$ cat src/design/pss_pkg.sv
package pss_pkg;

  localparam int DEFAULT_DEPTH      = 16;
  localparam int DEFAULT_WORD_WIDTH = 32;
  localparam int POS_WIDTH          = 5;
  localparam int VALUE_WIDTH        = 32;
  localparam int COUNT_WIDTH        = 5;

  typedef enum logic [1:0] {
    OP_INSERT = 2'd0,
    OP_APPEND = 2'd1,
    OP_DELETE = 2'd2,
    OP_SWAP   = 2'd3
  } op_t;

  typedef enum logic [1:0] {
    ST_DONE  = 2'd0,
    ST_RANGE = 2'd1,
    ST_FULL  = 2'd2
  } status_t;

  // What a cell loads on this clock.
  typedef enum logic [2:0] {
    CELL_HOLD,
    CELL_FROM_LEFT,
    CELL_FROM_RIGHT,
    CELL_LOAD_WORD,
    CELL_LOAD_SWAP
  } cell_mode_t;

endpackage

$ cat src/design/pss_cell.sv
module pss_cell #(
  parameter int WORD_WIDTH = pss_pkg::DEFAULT_WORD_WIDTH
) (
  input  logic                   clk,
  input  pss_pkg::cell_mode_t    mode,
  input  logic [WORD_WIDTH-1:0]  left_word,
  input  logic [WORD_WIDTH-1:0]  right_word,
  input  logic [WORD_WIDTH-1:0]  new_word,
  input  logic [WORD_WIDTH-1:0]  swap_word,
  output logic [WORD_WIDTH-1:0]  word
);

  always_ff @(posedge clk) begin
    case (mode)
      pss_pkg::CELL_FROM_LEFT:  word <= left_word;
      pss_pkg::CELL_FROM_RIGHT: word <= right_word;
      pss_pkg::CELL_LOAD_WORD:  word <= new_word;
      pss_pkg::CELL_LOAD_SWAP:  word <= swap_word;
      default:                  word <= word;
    endcase
  end

endmodule

$ cat src/design/positional_sequence_store.sv
// Ordered store of up to DEPTH words held in a row of cells, one word per
// cell. Insert and append shift the tail one cell right, delete shifts it one
// cell left, swap exchanges two cells; every transaction returns a status and
// the entry count. One transaction is taken per clock: the whole row moves and
// the result is written into the output register on the clock edge that accepts
// the transaction, so the input stays ready while the output is empty or being
// taken. Rejected operations leave the contents unchanged.
module positional_sequence_store #(
  parameter int DEPTH      = pss_pkg::DEFAULT_DEPTH,
  parameter int WORD_WIDTH = pss_pkg::DEFAULT_WORD_WIDTH
) (
  input  logic                                clk,
  input  logic                                rst,
  input  logic                                in_valid,
  output logic                                in_ready,
  input  logic [1:0]                          operation,
  input  logic [pss_pkg::POS_WIDTH-1:0]       position,
  input  logic [pss_pkg::POS_WIDTH-1:0]       other_position,
  input  logic signed [pss_pkg::VALUE_WIDTH-1:0] value,
  output logic                                out_valid,
  input  logic                                out_ready,
  output logic [1:0]                          status,
  output logic [pss_pkg::COUNT_WIDTH-1:0]     entry_count
);

  localparam int CW = $clog2(DEPTH + 1);
  localparam int IW = $clog2(DEPTH);
  localparam int XW = ((CW > pss_pkg::POS_WIDTH) ? CW : pss_pkg::POS_WIDTH) + 1;

  logic [CW-1:0]          count;
  logic [CW-1:0]          count_next;
  logic [WORD_WIDTH-1:0]  words [DEPTH];
  logic [WORD_WIDTH-1:0]  new_word;
  logic [WORD_WIDTH-1:0]  word_a;
  logic [WORD_WIDTH-1:0]  word_b;
  logic [XW-1:0]          pos_x;
  logic [XW-1:0]          oth_x;
  logic [XW-1:0]          cnt_x;
  logic [XW-1:0]          at_x;
  logic                   is_insert;
  logic                   take;
  logic                   ins_ok;
  logic                   del_ok;
  logic                   swp_ok;
  pss_pkg::status_t       status_next;

  assign in_ready = !out_valid || out_ready;
  assign take     = in_valid && in_ready;

  assign pos_x    = XW'(position);
  assign oth_x    = XW'(other_position);
  assign cnt_x    = XW'(count);
  assign new_word = WORD_WIDTH'(value);

  assign is_insert = (operation == pss_pkg::OP_INSERT) || (operation == pss_pkg::OP_APPEND);
  assign at_x      = (operation == pss_pkg::OP_APPEND) ? cnt_x : pos_x;

  assign word_a = words[IW'(pos_x - XW'(1))];
  assign word_b = words[IW'(oth_x - XW'(1))];

  always_comb begin
    status_next = pss_pkg::ST_DONE;
    ins_ok      = 1'b0;
    del_ok      = 1'b0;
    swp_ok      = 1'b0;
    count_next  = count;
    if (is_insert) begin
      if (at_x > cnt_x) begin
        status_next = pss_pkg::ST_RANGE;
      end else if (cnt_x == XW'(DEPTH)) begin
        status_next = pss_pkg::ST_FULL;
      end else begin
        ins_ok     = 1'b1;
        count_next = count + CW'(1);
      end
    end else if (operation == pss_pkg::OP_DELETE) begin
      if (pos_x == '0 || pos_x > cnt_x) begin
        status_next = pss_pkg::ST_RANGE;
      end else begin
        del_ok     = 1'b1;
        count_next = count - CW'(1);
      end
    end else begin
      if (pos_x == '0 || oth_x <= pos_x || oth_x > cnt_x) begin
        status_next = pss_pkg::ST_RANGE;
      end else begin
        swp_ok = 1'b1;
      end
    end
  end

  for (genvar i = 0; i < DEPTH; i++) begin : g_cell
    localparam logic [XW-1:0] IDX  = XW'(i);
    localparam logic [XW-1:0] IDX1 = XW'(i + 1);
    pss_pkg::cell_mode_t   mode;
    logic [WORD_WIDTH-1:0] left_word;
    logic [WORD_WIDTH-1:0] right_word;
    logic [WORD_WIDTH-1:0] swap_word;

    if (i == 0) begin : g_first
      assign left_word = words[i];
    end else begin : g_mid_l
      assign left_word = words[i-1];
    end
    if (i == DEPTH - 1) begin : g_last
      assign right_word = words[i];
    end else begin : g_mid_r
      assign right_word = words[i+1];
    end

    assign swap_word = (IDX1 == pos_x) ? word_b : word_a;

    always_comb begin
      mode = pss_pkg::CELL_HOLD;
      if (take) begin
        if (ins_ok) begin
          if (IDX == at_x) begin
            mode = pss_pkg::CELL_LOAD_WORD;
          end else if (IDX > at_x) begin
            mode = pss_pkg::CELL_FROM_LEFT;
          end
        end else if (del_ok) begin
          if (IDX1 >= pos_x) begin
            mode = pss_pkg::CELL_FROM_RIGHT;
          end
        end else if (swp_ok) begin
          if (IDX1 == pos_x || IDX1 == oth_x) begin
            mode = pss_pkg::CELL_LOAD_SWAP;
          end
        end
      end
    end

    pss_cell #(
      .WORD_WIDTH(WORD_WIDTH)
    ) u_cell (
      .clk        (clk),
      .mode       (mode),
      .left_word  (left_word),
      .right_word (right_word),
      .new_word   (new_word),
      .swap_word  (swap_word),
      .word       (words[i])
    );
  end

  always_ff @(posedge clk) begin
    if (rst) begin
      count     <= '0;
      out_valid <= 1'b0;
    end else begin
      if (take) begin
        count     <= count_next;
        out_valid <= 1'b1;
      end else if (out_ready) begin
        out_valid <= 1'b0;
      end
    end
  end

  always_ff @(posedge clk) begin
    if (take) begin
      status      <= status_next;
      entry_count <= pss_pkg::COUNT_WIDTH'(count_next);
    end
  end

endmodule

$ cat config.mk
export PLATFORM = sky130hd
export DESIGN_NAME = positional_sequence_store
export DESIGN_NICKNAME = d
export VERILOG_FILES = /design/src/design/pss_pkg.sv /design/src/design/pss_cell.sv /design/src/design/positional_sequence_store.sv
export SDC_FILE = /design/constraint.sdc
export NUM_CORES = 1
export LEC_CHECK = 0
export BUFFER_PORTS_ARGS = -buffer_cell sky130_fd_sc_hd__buf_2
export CAP_MARGIN = 25
export CORE_MARGIN = 1
export CORE_UTILIZATION = 52
export CTS_CLUSTER_DIAMETER = 40
export DETAILED_ROUTE_END_ITERATION = 10
export PLACE_DENSITY = 0.86
export SYNTH_ARGS = -nofsm -noshare
export SYNTH_HDL_FRONTEND = slang
export SYNTH_SLANG_ARGS = --single-unit
$ cat constraint.sdc
create_clock -name clk -period 5.05 [get_ports clk]
set_input_delay 1.515 -clock clk [delete_from_list [all_inputs] [get_ports clk]]
set_output_delay 1.515 -clock clk [all_outputs]
set_load 0.01 [all_outputs]
# Word level (Yosys, flattened, before mapping)
# Cells that the tools add are included.
[classes]
n_addsub = 2
n_mul = 0
div = 0
order_cmp = 4
eq_ne = 3
shift = 0
mux = 14
n_bitwise = 0
n_reduce_logical = 10
[op_table]
columns = ["cell", "n"]
rows = [
  ["2-to-1 mux 5 bit", 6],
  ["> comparator 5 bit", 3],
  ["2-to-1 mux 2 bit", 4],
  ["zero test 6 bit", 1],
  ["adder 5 x 1 -> 5 bit, second input constant", 1],
  ["== test 5 bit, second input constant", 1],
  ["less-or-equal comparator 5 bit", 1],
  ["logical OR 1 bit", 5],
  ["subtractor 5 x 1 -> 5 bit, second input constant", 1],
  ["2-to-1 mux 1 bit", 4],
  ["== test 2 x 1 -> 1 bit, second input constant", 1],
  ["== test 2 bit, second input constant", 1],
  ["zero test 2 bit", 1],
  ["nonzero test 2 bit", 1],
  ["logical AND 1 bit", 1],
  ["zero test 1 bit", 1],
]
[word_totals]
ff_bits = 13
latchBits = 0
ramBits = 0
rom_bits = 0
input_bits = 48
out_inout_bits = 9
elab_cells = 37
mem_count = 0

# Logic depth before layout (Yosys ltp)
# Gate-level depths: netlist of run 1.
[logic_depth]
depth_word = 6
ltp_mapped = 13
mapped_depth_nobuf = 11

# Least setup slack after synthesis of run 1
# OpenSTA, ideal clock, no wires.
[synth_path]
path_type = "input port to flip-flop"
startpoint = "input port operation[1]"
endpoint = "register entry_count[2] (netlist bit) (data pin)"
setup_ns = 0.263
arrival_ns = 3.363
required_ns = 4.787
slack_ns = 1.424
path_stages = 12
n_path_buf = 1
cell_sequence = "buf_4 -> inv_2 -> nand2_1 -> nand2_1 -> o21ai_0 -> ha_1 -> nand2b_1 -> a211o_1 -> a31o_1 -> a31o_2 -> a21oi_1 -> a21oi_1"
[synth_via]
elab_chain_cells = 5
elab_cells_between_ends = 9
[synth_rtl]
columns = ["item", "line", "rtl"]
rows = [
  ["start: declaration", "positional_sequence_store.sv:16", "input logic [1:0] operation,"],
  ["== test 2 x 1 -> 1 bit", "positional_sequence_store.sv:55, positional_sequence_store.sv:56", ""],
  ["2-to-1 mux 5 bit", "positional_sequence_store.sv:56", "assign at_x = (operation == pss_pkg::OP_APPEND) ? cnt_x : pos_x;"],
  ["> comparator 5 bit", "positional_sequence_store.sv:68", "if (at_x > cnt_x) begin"],
  ["2-to-1 mux 5 bit", "positional_sequence_store.sv:68", ""],
  ["2-to-1 mux 5 bit *", "positional_sequence_store.sv:67", "if (is_insert) begin"],
  ["net count_next[2]", "positional_sequence_store.sv:31", "logic [CW-1:0] count_next;"],
  ["end signal: assignment", "positional_sequence_store.sv:164", "entry_count <= pss_pkg::COUNT_WIDTH'(count_next);"],
  ["end: declaration", "positional_sequence_store.sv:23", "output logic [pss_pkg::COUNT_WIDTH-1:0] entry_count"],
]
# Mark *: on every way through the listed nets, which the timed path passes. The rest lies on a longest branch.
# A chain may end at the register's enable or synchronous reset.

# Final worst setup path of run 1
# Same ends and word-level chain as after synthesis.

==> key figures, run 1 <==
Synthesis
  • Synth Register Bits: 13
  • Mapped cell area: 1350 sq um
  • Synth top area share: about a fifth
  • Sequential cell area fraction in the yosys report: between 20 and 25%
  • Area leader, netlist: ha_1
  • Synth Flop Type: edfxtp_1
  • Synth area leaders: ha_1, edfxtp_1, dfxtp_1, a21oi_1, nor2_1
  • Async SR Flop Fraction: 0%
  • Syn Inst Count: 157
  • Post-Syn Area per Cell: 8.57 sq um
  • Syn Nets: 227
  • Yosys warns: 0
  • Netlist cell types: 51
  • Number of flops mapped to enable cells by yosys: 7

Worst setup path
  • CP required: 5.08 ns
  • Sequence of cells on the critical path: buf_2 -> inv_2 -> nand2_1 -> nand2_1 -> o21ai_0 -> ha_1 -> nand2b_1 -> a211o_1 -> a31o_1 -> a31o_2 -> a21oi_1 -> a21oi_1
  • Crit Path Class: in -> reg
  • Worst-path maximum fanout: 11
  • CP startpoint kind: input port
  • CP Capture Type: flip-flop
  • Crit-path max cell delay: ~0.37 ns
  • CP arrival: roughly 3.8 ns
  • Crit-path slowest cell: a31o_1

Floorplanning
  • Initial core utilization: 54.8%
  • Core footprint: 2450 sq um
  • Die Height: 52.9 microns
  • IO Pins: 57
  • DIE WIDTH: 52.9 microns
  • Site Rows: 18
  • Die ar.: 2790 sq um

Min path
  • Worst Hold Class: reg -> reg

Clock tree
  • Clk_lat worst skew: 0.27 ns
  • CTS Buffer Depth: 2
  • Post-CTS Setup Bufs: 0
  • Total CTS buffers: 3
  • Root buffer cell: clkbuf_4
  • Reg clk slew, reported paths: about 0.080 ns
  • CTS tree: built
  • Resized Gates After CTS: 0
  • Clk sinks: 13
  • Htree depth: 1
  • CTS Hold Bufs: 0

Placement
  • Port Buffers: 24
  • Post-DP HPWL: 2590 microns
  • Gpl congestion: approximately 0.95
  • Placed cell areas: 1480 sq um

Routing
  • DR DRC count: 0
  • Vias/cell: 6.07
  • DR iter-0 viols: 48
  • Detail Route Antenna Nets: 0
  • Routed WL per cell: 15.3 microns
  • Vias after detailed routing: 1287
  • DRT Wirelength: 3250 microns
  • First-pass DRT Iterations: 4

Cells and area
  • Share of layout cells above drive strength 1: 21.4%
  • Area Growth Syn to Fin: 11.9%
  • Util after Layout: 61.3%
  • Design area: 1510 sq um
  • N_diodes: 0
  • Net count, final: 253

STA
  • Final Max Slew Viols: 0
  • Worst slew margin: 65.1%
  • Setup TNS: 0 ns
  • Tmin final: 3.78 ns
  • Final critical-path share of the clock period: 74.9%
  • Final Hold Viols: 0
  • RSZ-0062 raised after global routing: no
  • Final Setup Violations: 0
  • Fmax: 0.264 GHz
  • Hold WS: 0.535 ns
  • Worst-margin pin slew: 0.511 ns
  • Final clock skew: 0.00659 ns

GRT
  • First-pass GRT wire length: 5420 microns
  • Remaining global-route overflow: 0
  • Initial antenna violation count: 0
  • Largest net degree at the start of global routing: 15
  • Vias in the first global route: 1226
  • Total track usage: 26.1%

Pwr
  • Max VDD drop: 0.125 mV
  • PwrDens: 216 nW/um^2
  • Leak Pwr: 0.655 nW
  • Power Total: 0.325 mW

Status
  • Status: completed

Job
  • Max cap viols: 0
worst paths after layout:
check	depth (start not counted)	slack, ns	to	from
worst max-delay path	12	1.27	entry_count[2]	operation[1]
worst min-delay path	2	0.53	out_valid	out_valid
worst max register to register	10	2.28	entry_count[2]	count[0]
worst min register to register	2	0.53	out_valid	out_valid
critical path, delay by kind of cell:
| kind | cells | cell delay [ns] |
|---|---|---|
| buf+inv | 2 | 0.31 |
| compound gates | 6 | 1.30 |
| fa+ha+maj | 1 | 0.32 |
| simple gates | 3 | 0.36 |
layout by cell type (no fill, tap or decap), types with 3 or more instances in the layout:
cell / n
nor2b_1: 3
nor2_1: 16
o21ai_1: 3
inv_1: 12
buf_2: 24
nor3_1: 7
ha_1: 22
o21ai_0: 5
edfxtp_1: 7
clkbuf_4: 3
dfxtp_1: 6
nand3_1: 7
nand2_1: 10
a21oi_1: 12
cells by family after synthesis:
| family | synth area share, % |
|---|---|
| AOI/OAI and AO/OA | 24.6 |
| xor gates and xnor gates | 1.30 |
| adders and majority gates | 20.5 |
| buffers and inverters | 5.67 |
| DFF | 24.6 |
| muxes | 1.86 |
| and+or+nand+nor | 21.6 |
power breakdown:
| part | internal (mW) | switching (mW) |
|---|---|---|
| clock network | 0.0306 | 0.0344 |
| logic | 0.0530 | 0.0775 |
| registers | 0.123 | 0.00667 |
state kept, by name, summed over array words and instances (netlist names):
signal and cells:
count 5, entry_count 5, status 2, out_valid 1
cell type report:
cell class / instances / area (sq um)
Sequential cell: 13 / 330
Fill cell: 234 / 950
Inverter: 14 / 52.6
Timing Repair Buffer: 24 / 120
Multi-Input combinational cell: 127 / 938
Tap cell: 30 / 37.5
Clock buffer: 4 / 26.3
synthesized netlist by cell type (2+ instances only):
library cell  number
nand4_1            2
nor3_1             7
o21bai_1           2
inv_1             12
a22oi_1            2
dfxtp_1            6
nor2b_1            3
nand2b_1           2
nand2_1           10
o21ai_1            3
a21oi_1           12
o21ai_0            5
nand3_1            7
xnor2_1            2
nor2_1            16
a21o_1             2
ha_1              22
edfxtp_1           7
a211oi_1           2
o21a_1             2
per-layer routing:
metal  track usage [%]  up-vias  wire, microns  part of all wire [%]
li1                  -      637              -                     -
met3              2.59        8            121                   3.7
met2              45.8       39           1620                    50
met4              7.89        0             66                   2.0
met1              33.2      603           1440                    44
met5                 0        -              0                     0
through the flow:
step	instances	setup WS, ns
2_1_floorplan	157	1.42
3_3_place_gp	208	1.03
3_5_place_dp	208	0.989
4_1_cts	212	1.29
5_1_grt	212	1.12
6_report	212	1.27
Note: power is estimated with default switching activity, not from simulation.
==> run 2, diff against run 1 <==
- CORE_UTILIZATION: 52 -> 48
- PLACE_DENSITY: 0.86 -> 0.8
- clock period: 5.05 -> 3.5 ns (I/O delays scaled with it)
==> run 2 against run 1 <==
First-iteration DRC count grew 10%. Register-to-register slack got worse by 1.3 ns. Count of clock-buffer cells in the layout unchanged. Via count about the same. Worst hold slack got worse by 0.0070 ns. Combinational power increased by 51%. Clock skew fell by 0.0024 ns. Critical endpoint is now entry_count[3].
==> key figures, run 2 (same netlist as run 1, synthesis figures left out) <==
Clock tree
  • Clk_lat worst skew: 0.28 ns
  • CTS Hold Bufs: 0
  • Total CTS buffers: 3
  • Post-CTS Setup Bufs: 0
  • Resized Gates After CTS: 0
  • CTS tree: built
  • Reg clk slew, reported paths: 0.08 ns
  • Root buffer cell: clkbuf_4
  • CTS Buffer Depth: 2
  • Clk sinks: 13
  • Htree depth: 1

STA
  • Final clock skew: 0.00423 ns
  • Worst-margin pin slew: 0.488 ns
  • Fmax: 0.332 GHz
  • Final critical-path share of the clock period: roughly 86%
  • Worst slew margin: 66.6%
  • Final Hold Viols: 0
  • Final Max Slew Viols: 0
  • Setup TNS: 0 ns
  • Final Setup Violations: 0
  • RSZ-0062 raised after global routing: no
  • Tmin final: between 3 and 4 ns

Cells and area
  • Net count, final: 256
  • Share of layout cells above drive strength 1: between 20% and 30%
  • Commonest non-fill, non-tap cell in the layout: buf_2
  • Final Non-Filler Cells: 215
  • Largest registers: count x5, entry_count x5, status x2
  • Most frequent cells in the layout: buf_2, ha_1, nor2_1
  • N_diodes: 0
  • Util after Layout: 59.5%
  • Area Growth Syn to Fin: 13.6%
  • Fill count: roughly 230

Worst setup path
  • Worst path bufs/invs: 3
  • Crit-path slowest cell: ha_1
  • CP startpoint kind: input port
  • CP arrival: 3.05 ns
  • Sequence of cells on the critical path: buf_2 -> inv_2 -> nand2_1 -> nand2_1 -> o21ai_0 -> ha_1 -> nand2b_1 -> a211o_1 -> a31o_1 -> buf_4 -> a22oi_1 -> o21bai_1
  • CP required: 3.53 ns
  • CP delay by family, top: compound AO/OA/AOI/OAI gates
  • Crit path top cell by count: nand2_1
  • Crit-path max cell delay: 0.31 ns
  • Crit Path Class: in -> reg
  • CP Capture Type: flip-flop
  • Worst-path maximum fanout: 10

Min path
  • Worst Hold Class: reg -> reg

Pwr
  • Clock share of power: approximately 20%
  • Switching component of the power: 0.174 mW
  • Logic gate share of total power: around two fifths
  • Sequential share of power: between 30% and 40%
  • Leak Pwr: 0.669 nW
  • Max VDD drop: 0.252 mV
  • PwrDens: roughly 310 nW/um^2
  • Cell Int Power: 0.304 mW
  • Sw Share: 36.4%

Placement
  • Port Buffers: 24
  • Gpl congestion: 0.921
  • Post-DP HPWL: around 2500 microns
  • Placed cells: 211

GRT
  • Total track usage: 24.7%
  • Initial antenna violation count: 0
  • Largest net degree at the start of global routing: 15
  • First-pass GRT wire length: 5380 microns
  • Remaining global-route overflow: 0
  • Vias in the first global route: ~1200

Floorplanning
  • Site Rows: 18
  • IO Pins: 57
  • Core footprint: 2570 sq um
  • Die Height: 54.9 microns
  • Initial core utilization: between 50% and 60%
  • Die ar.: around 3000 sq um
  • DIE WIDTH: 54.9 microns

Job
  • Max cap viols: 0

Routing
  • DR iter-0 viols: 53
  • DR DRC count: 0
  • Routed WL per cell: 14.9 microns
  • Vias/cell: ~6
  • First-pass DRT Iterations: 4
  • Vias after detailed routing: approximately 1300
  • Detail Route Antenna Nets: 0
  • DRT Wirelength: 3210 microns

Status
  • Status: completed
-- run 2: changes by cell type in the layout (fill, tap and decap cells not counted) --
cell   delta
buf_4     +3
-- run 2: per-stage QoR --
stage	setup slack (ns)	power [mW]	instance area [sq um]	hold slack (ns)
CTS	0.499	0.479	1530	0.533
global route	0.325	0.511	1530	0.579
global placement	0.229	0.374	1500	0.497
floorplan	0.339	0.326	1350	0.542
finish	0.489	0.478	1530	0.528
detailed placement	0.203	0.383	1500	0.520
-- run 2: final cells by class --
class	count	area [sq um]	share of cell area [%]
multi-input cells	127	938	61.4
flip-flops and latches	13	330	21.6
repair buffers	27	143	9.34
inverters	14	52.6	3.44
well taps	30	37.5	2.46
clock buffers	4	26.3	1.72
-- run 2: path summary, 6_finish.rpt --
path                                    from        endpoint  slack, ns  cells past startpoint
worst min-delay path               out_valid       out_valid       0.53                      2
worst max register to register      count[0]  entry_count[3]       0.96                     10
worst min register to register     out_valid       out_valid       0.53                      2
worst max-delay path            operation[1]  entry_count[3]       0.49                     12
-- run 2: power groups by stage --
| stage | sequential, mW | clock [mW] | combinational (mW) |
|---|---|---|---|
| floorplan | 0.193 | 0 | 0.133 |
| global placement | 0.189 | 0 | 0.185 |
| detailed placement | 0.190 | 0 | 0.194 |
| CTS | 0.186 | 0.0972 | 0.195 |
| global route | 0.189 | 0.102 | 0.220 |
| finish | 0.186 | 0.0958 | 0.196 |
-- run 2: worst min-delay path, cell delays in order (launching register included) --
cell	delay, ns
dfxtp_1	0.32
nand2b_1	0.10
a21oi_1	0.07
-- run 2: layer usage --
| metal | track usage (%) | wire (microns) | up-vias |
|---|---|---|---|
| met5 | 0 | 0 | - |
| met1 | 30.6 | 1410 | 588 |
| met4 | 4.58 | 12 | 0 |
| met3 | 3.83 | 193 | 2 |
| met2 | 44.8 | 1600 | 49 |
| li1 | - | - | 647 |
==> run 3, diff against run 2 <==
--- a/config.mk
+++ b/config.mk
@@ -9,7 +9,9 @@
 export CAP_MARGIN = 25
+export CELL_PAD_IN_SITES_DETAIL_PLACEMENT = 1
+export CELL_PAD_IN_SITES_GLOBAL_PLACEMENT = 1
 export CORE_MARGIN = 1
-export CORE_UTILIZATION = 48
+export CORE_UTILIZATION = 34
 export CTS_CLUSTER_DIAMETER = 40
 export DETAILED_ROUTE_END_ITERATION = 10
-export PLACE_DENSITY = 0.8
+export PLACE_DENSITY_LB_ADDON = 0.1
 export SYNTH_ARGS = -nofsm -noshare
--- a/constraint.sdc
+++ b/constraint.sdc
@@ -3,2 +3,2 @@
 set_output_delay 1.05 -clock clk [all_outputs]
-set_load 0.01 [all_outputs]
+set_load 0.1 [all_outputs]
==> run 3 against run 2 <==
Worst hold slack gained 0.011 ns. Routed wire length grew 17%. Combinational power grew 37%. Via count grew 3.4%. Global-route usage shrank 4.3 points. First-iteration DRC count shrank 9.4%. Register-to-register slack lost 0.04 ns. Clock skew grew 0.0057 ns. Sequential share of layout area shrank 0.77 points. Non-clock buffer count grew 2. Final area grew 3.7%. Count of clock-buffer cells in the layout is the same.
==> key figures, run 3 (same netlist as run 1, synthesis figures left out) <==
Clock tree
  • Htree depth: 1
  • Reg clk slew, reported paths: about 0.060 ns
  • CTS Hold Bufs: 0
  • Post-CTS Setup Bufs: 0
  • CTS tree: built
  • Root buffer cell: clkbuf_8
  • Clk sinks: 13
  • Resized Gates After CTS: 0
  • Clk_lat worst skew: 0.25 ns
  • Total CTS buffers: 3
  • CTS Buffer Depth: 2

Worst setup path
  • R2R Path Start: count[0]
  • CP Capture Type: flip-flop
  • CP arrival: 3.24 ns
  • Crit path from: operation[1]
  • Crit Path Class: in -> reg
  • CP required: 3.64 ns
  • Worst-path maximum fanout: 10
  • CP startpoint kind: input port

Pwr
  • PwrDens: about 370 nW/um^2
  • Power Total: slightly below 0.6 mW
  • Leak Pwr: about 0.69 nW
  • Max VDD drop: 0.175 mV

Cells and area
  • Most frequent cells in the layout: buf_2, ha_1, nor2_1
  • Final Non-Filler Cells: about 240
  • Commonest non-fill, non-tap cell in the layout: buf_2
  • Share of layout cells above drive strength 1: 23.5%
  • FF+latch area: 330 sq um
  • Net count, final: 258
  • Largest registers: count x5, entry_count x5, status x2
  • Footprint of the multi-input gates: 938 sq um
  • Area Growth Syn to Fin: 17.8%
  • Fill count: approximately 470
  • N_diodes: 0

STA
  • Fmax: about 0.32 GHz
  • Final Setup Violations: 0
  • Final Hold Viols: 0
  • Setup TNS: 0 ns
  • Worst slew margin: 67.6%
  • Hold WS: 0.539 ns
  • Worst-margin pin slew: slightly below 0.5 ns
  • Final critical-path share of the clock period: 88.7%
  • Final clock skew: between 0.009 and 0.01 ns
  • Tmin final: 3.10 ns
  • Final Max Slew Viols: 0
  • RSZ-0062 raised after global routing: no

Routing
  • DR DRC count: 0
  • Routed WL per cell: 16.0 microns
  • DR iter-0 viols: 48
  • Detail Route Antenna Nets: 0
  • Vias after detailed routing: ~1300
  • First-pass DRT Iterations: 4
  • Vias/cell: 5.66
  • DRT Wirelength: between 3000 and 4000 microns

Job
  • Max cap viols: 0

GRT
  • Initial antenna violation count: 0
  • Remaining global-route overflow: 0
  • First-pass GRT wire length: 6570 microns
  • Largest net degree at the start of global routing: 15
  • Vias in the first global route: 1425
  • Total track usage: between 20 and 25%

Placement
  • Gpl congestion: ~0.9
  • Placed cells: 231
  • Port Buffers: 24
  • Post-DP HPWL: 3070 microns

Min path
  • Worst Hold Class: reg -> reg
  • Hold Path Origin: out_valid

Floorplanning
  • DIE WIDTH: 64.9 microns
  • Site Rows: 22
  • IO Pins: between 50 and 60
  • Initial core utilization: 36.2%
  • Die Height: 64.9 microns
  • Die ar.: 4210 sq um
  • Core footprint: 3720 sq um

Status
  • Status: completed
run 3: changes by cell type in the layout (fill, tap and decap cells not counted):
| cell | change |
|---|---|
| clkbuf_4 | -3 |
| clkbuf_8 | +3 |
| buf_4 | +2 |
run 3: metrics by stage:
stage          worst slack, ns  utilization, %  area (sq um)
5_1_grt                  0.224            42.6          1580
3_5_place_dp            0.0985            41.4          1540
4_1_cts                  0.349            42.6          1580
6_report                 0.396            42.6          1580
2_1_floorplan            0.311               -          1350
3_3_place_gp             0.196            41.4          1540
run 3: layout make-up:
| type | count | area share, % |
|---|---|---|
| timing repair buffer | 29 | 9.95 |
| sequential | 13 | 20.9 |
| multi-input combinational | 127 | 59.2 |
| tap | 48 | 3.79 |
| inverter | 14 | 3.32 |
| clock buffer | 4 | 2.84 |
run 3: final timing paths:
path	to	slack (ns)	depth (start not counted)
max	count[1]	0.40	12
min	out_valid	0.54	2
max reg2reg	count[1]	0.92	10
min reg2reg	out_valid	0.54	2
run 3: worst max-delay path, cell delays in order:
cell and delay [ns]:
buf_2 0.16, inv_2 0.07, nand2_1 0.18, nand2_1 0.11, o21ai_0 0.10, ha_1 0.32
nand2b_1 0.06, a211o_1 0.31, a21oi_1 0.32, buf_4 0.20, nor4_1 0.05, a2111oi_2 0.32
run 3: where the power goes:
group	switching [mW]	leakage (nW)	internal, mW
Sequential	0.0100	0.119	0.178
Combinational	0.183	0.545	0.0856
Clock	0.0560	0.0228	0.0805
Total	0.249	0.686	0.344
run 3: routing by layer:
metal / global-route usage, % / part of all wire [%] / wire [microns]
met5: 0 / 0 / 0
met4: 5.28 / 0.85 / 32
met3: 4.75 / 3.7 / 139
met2: 35.2 / 48 / 1810
met1: 25.1 / 47 / 1790
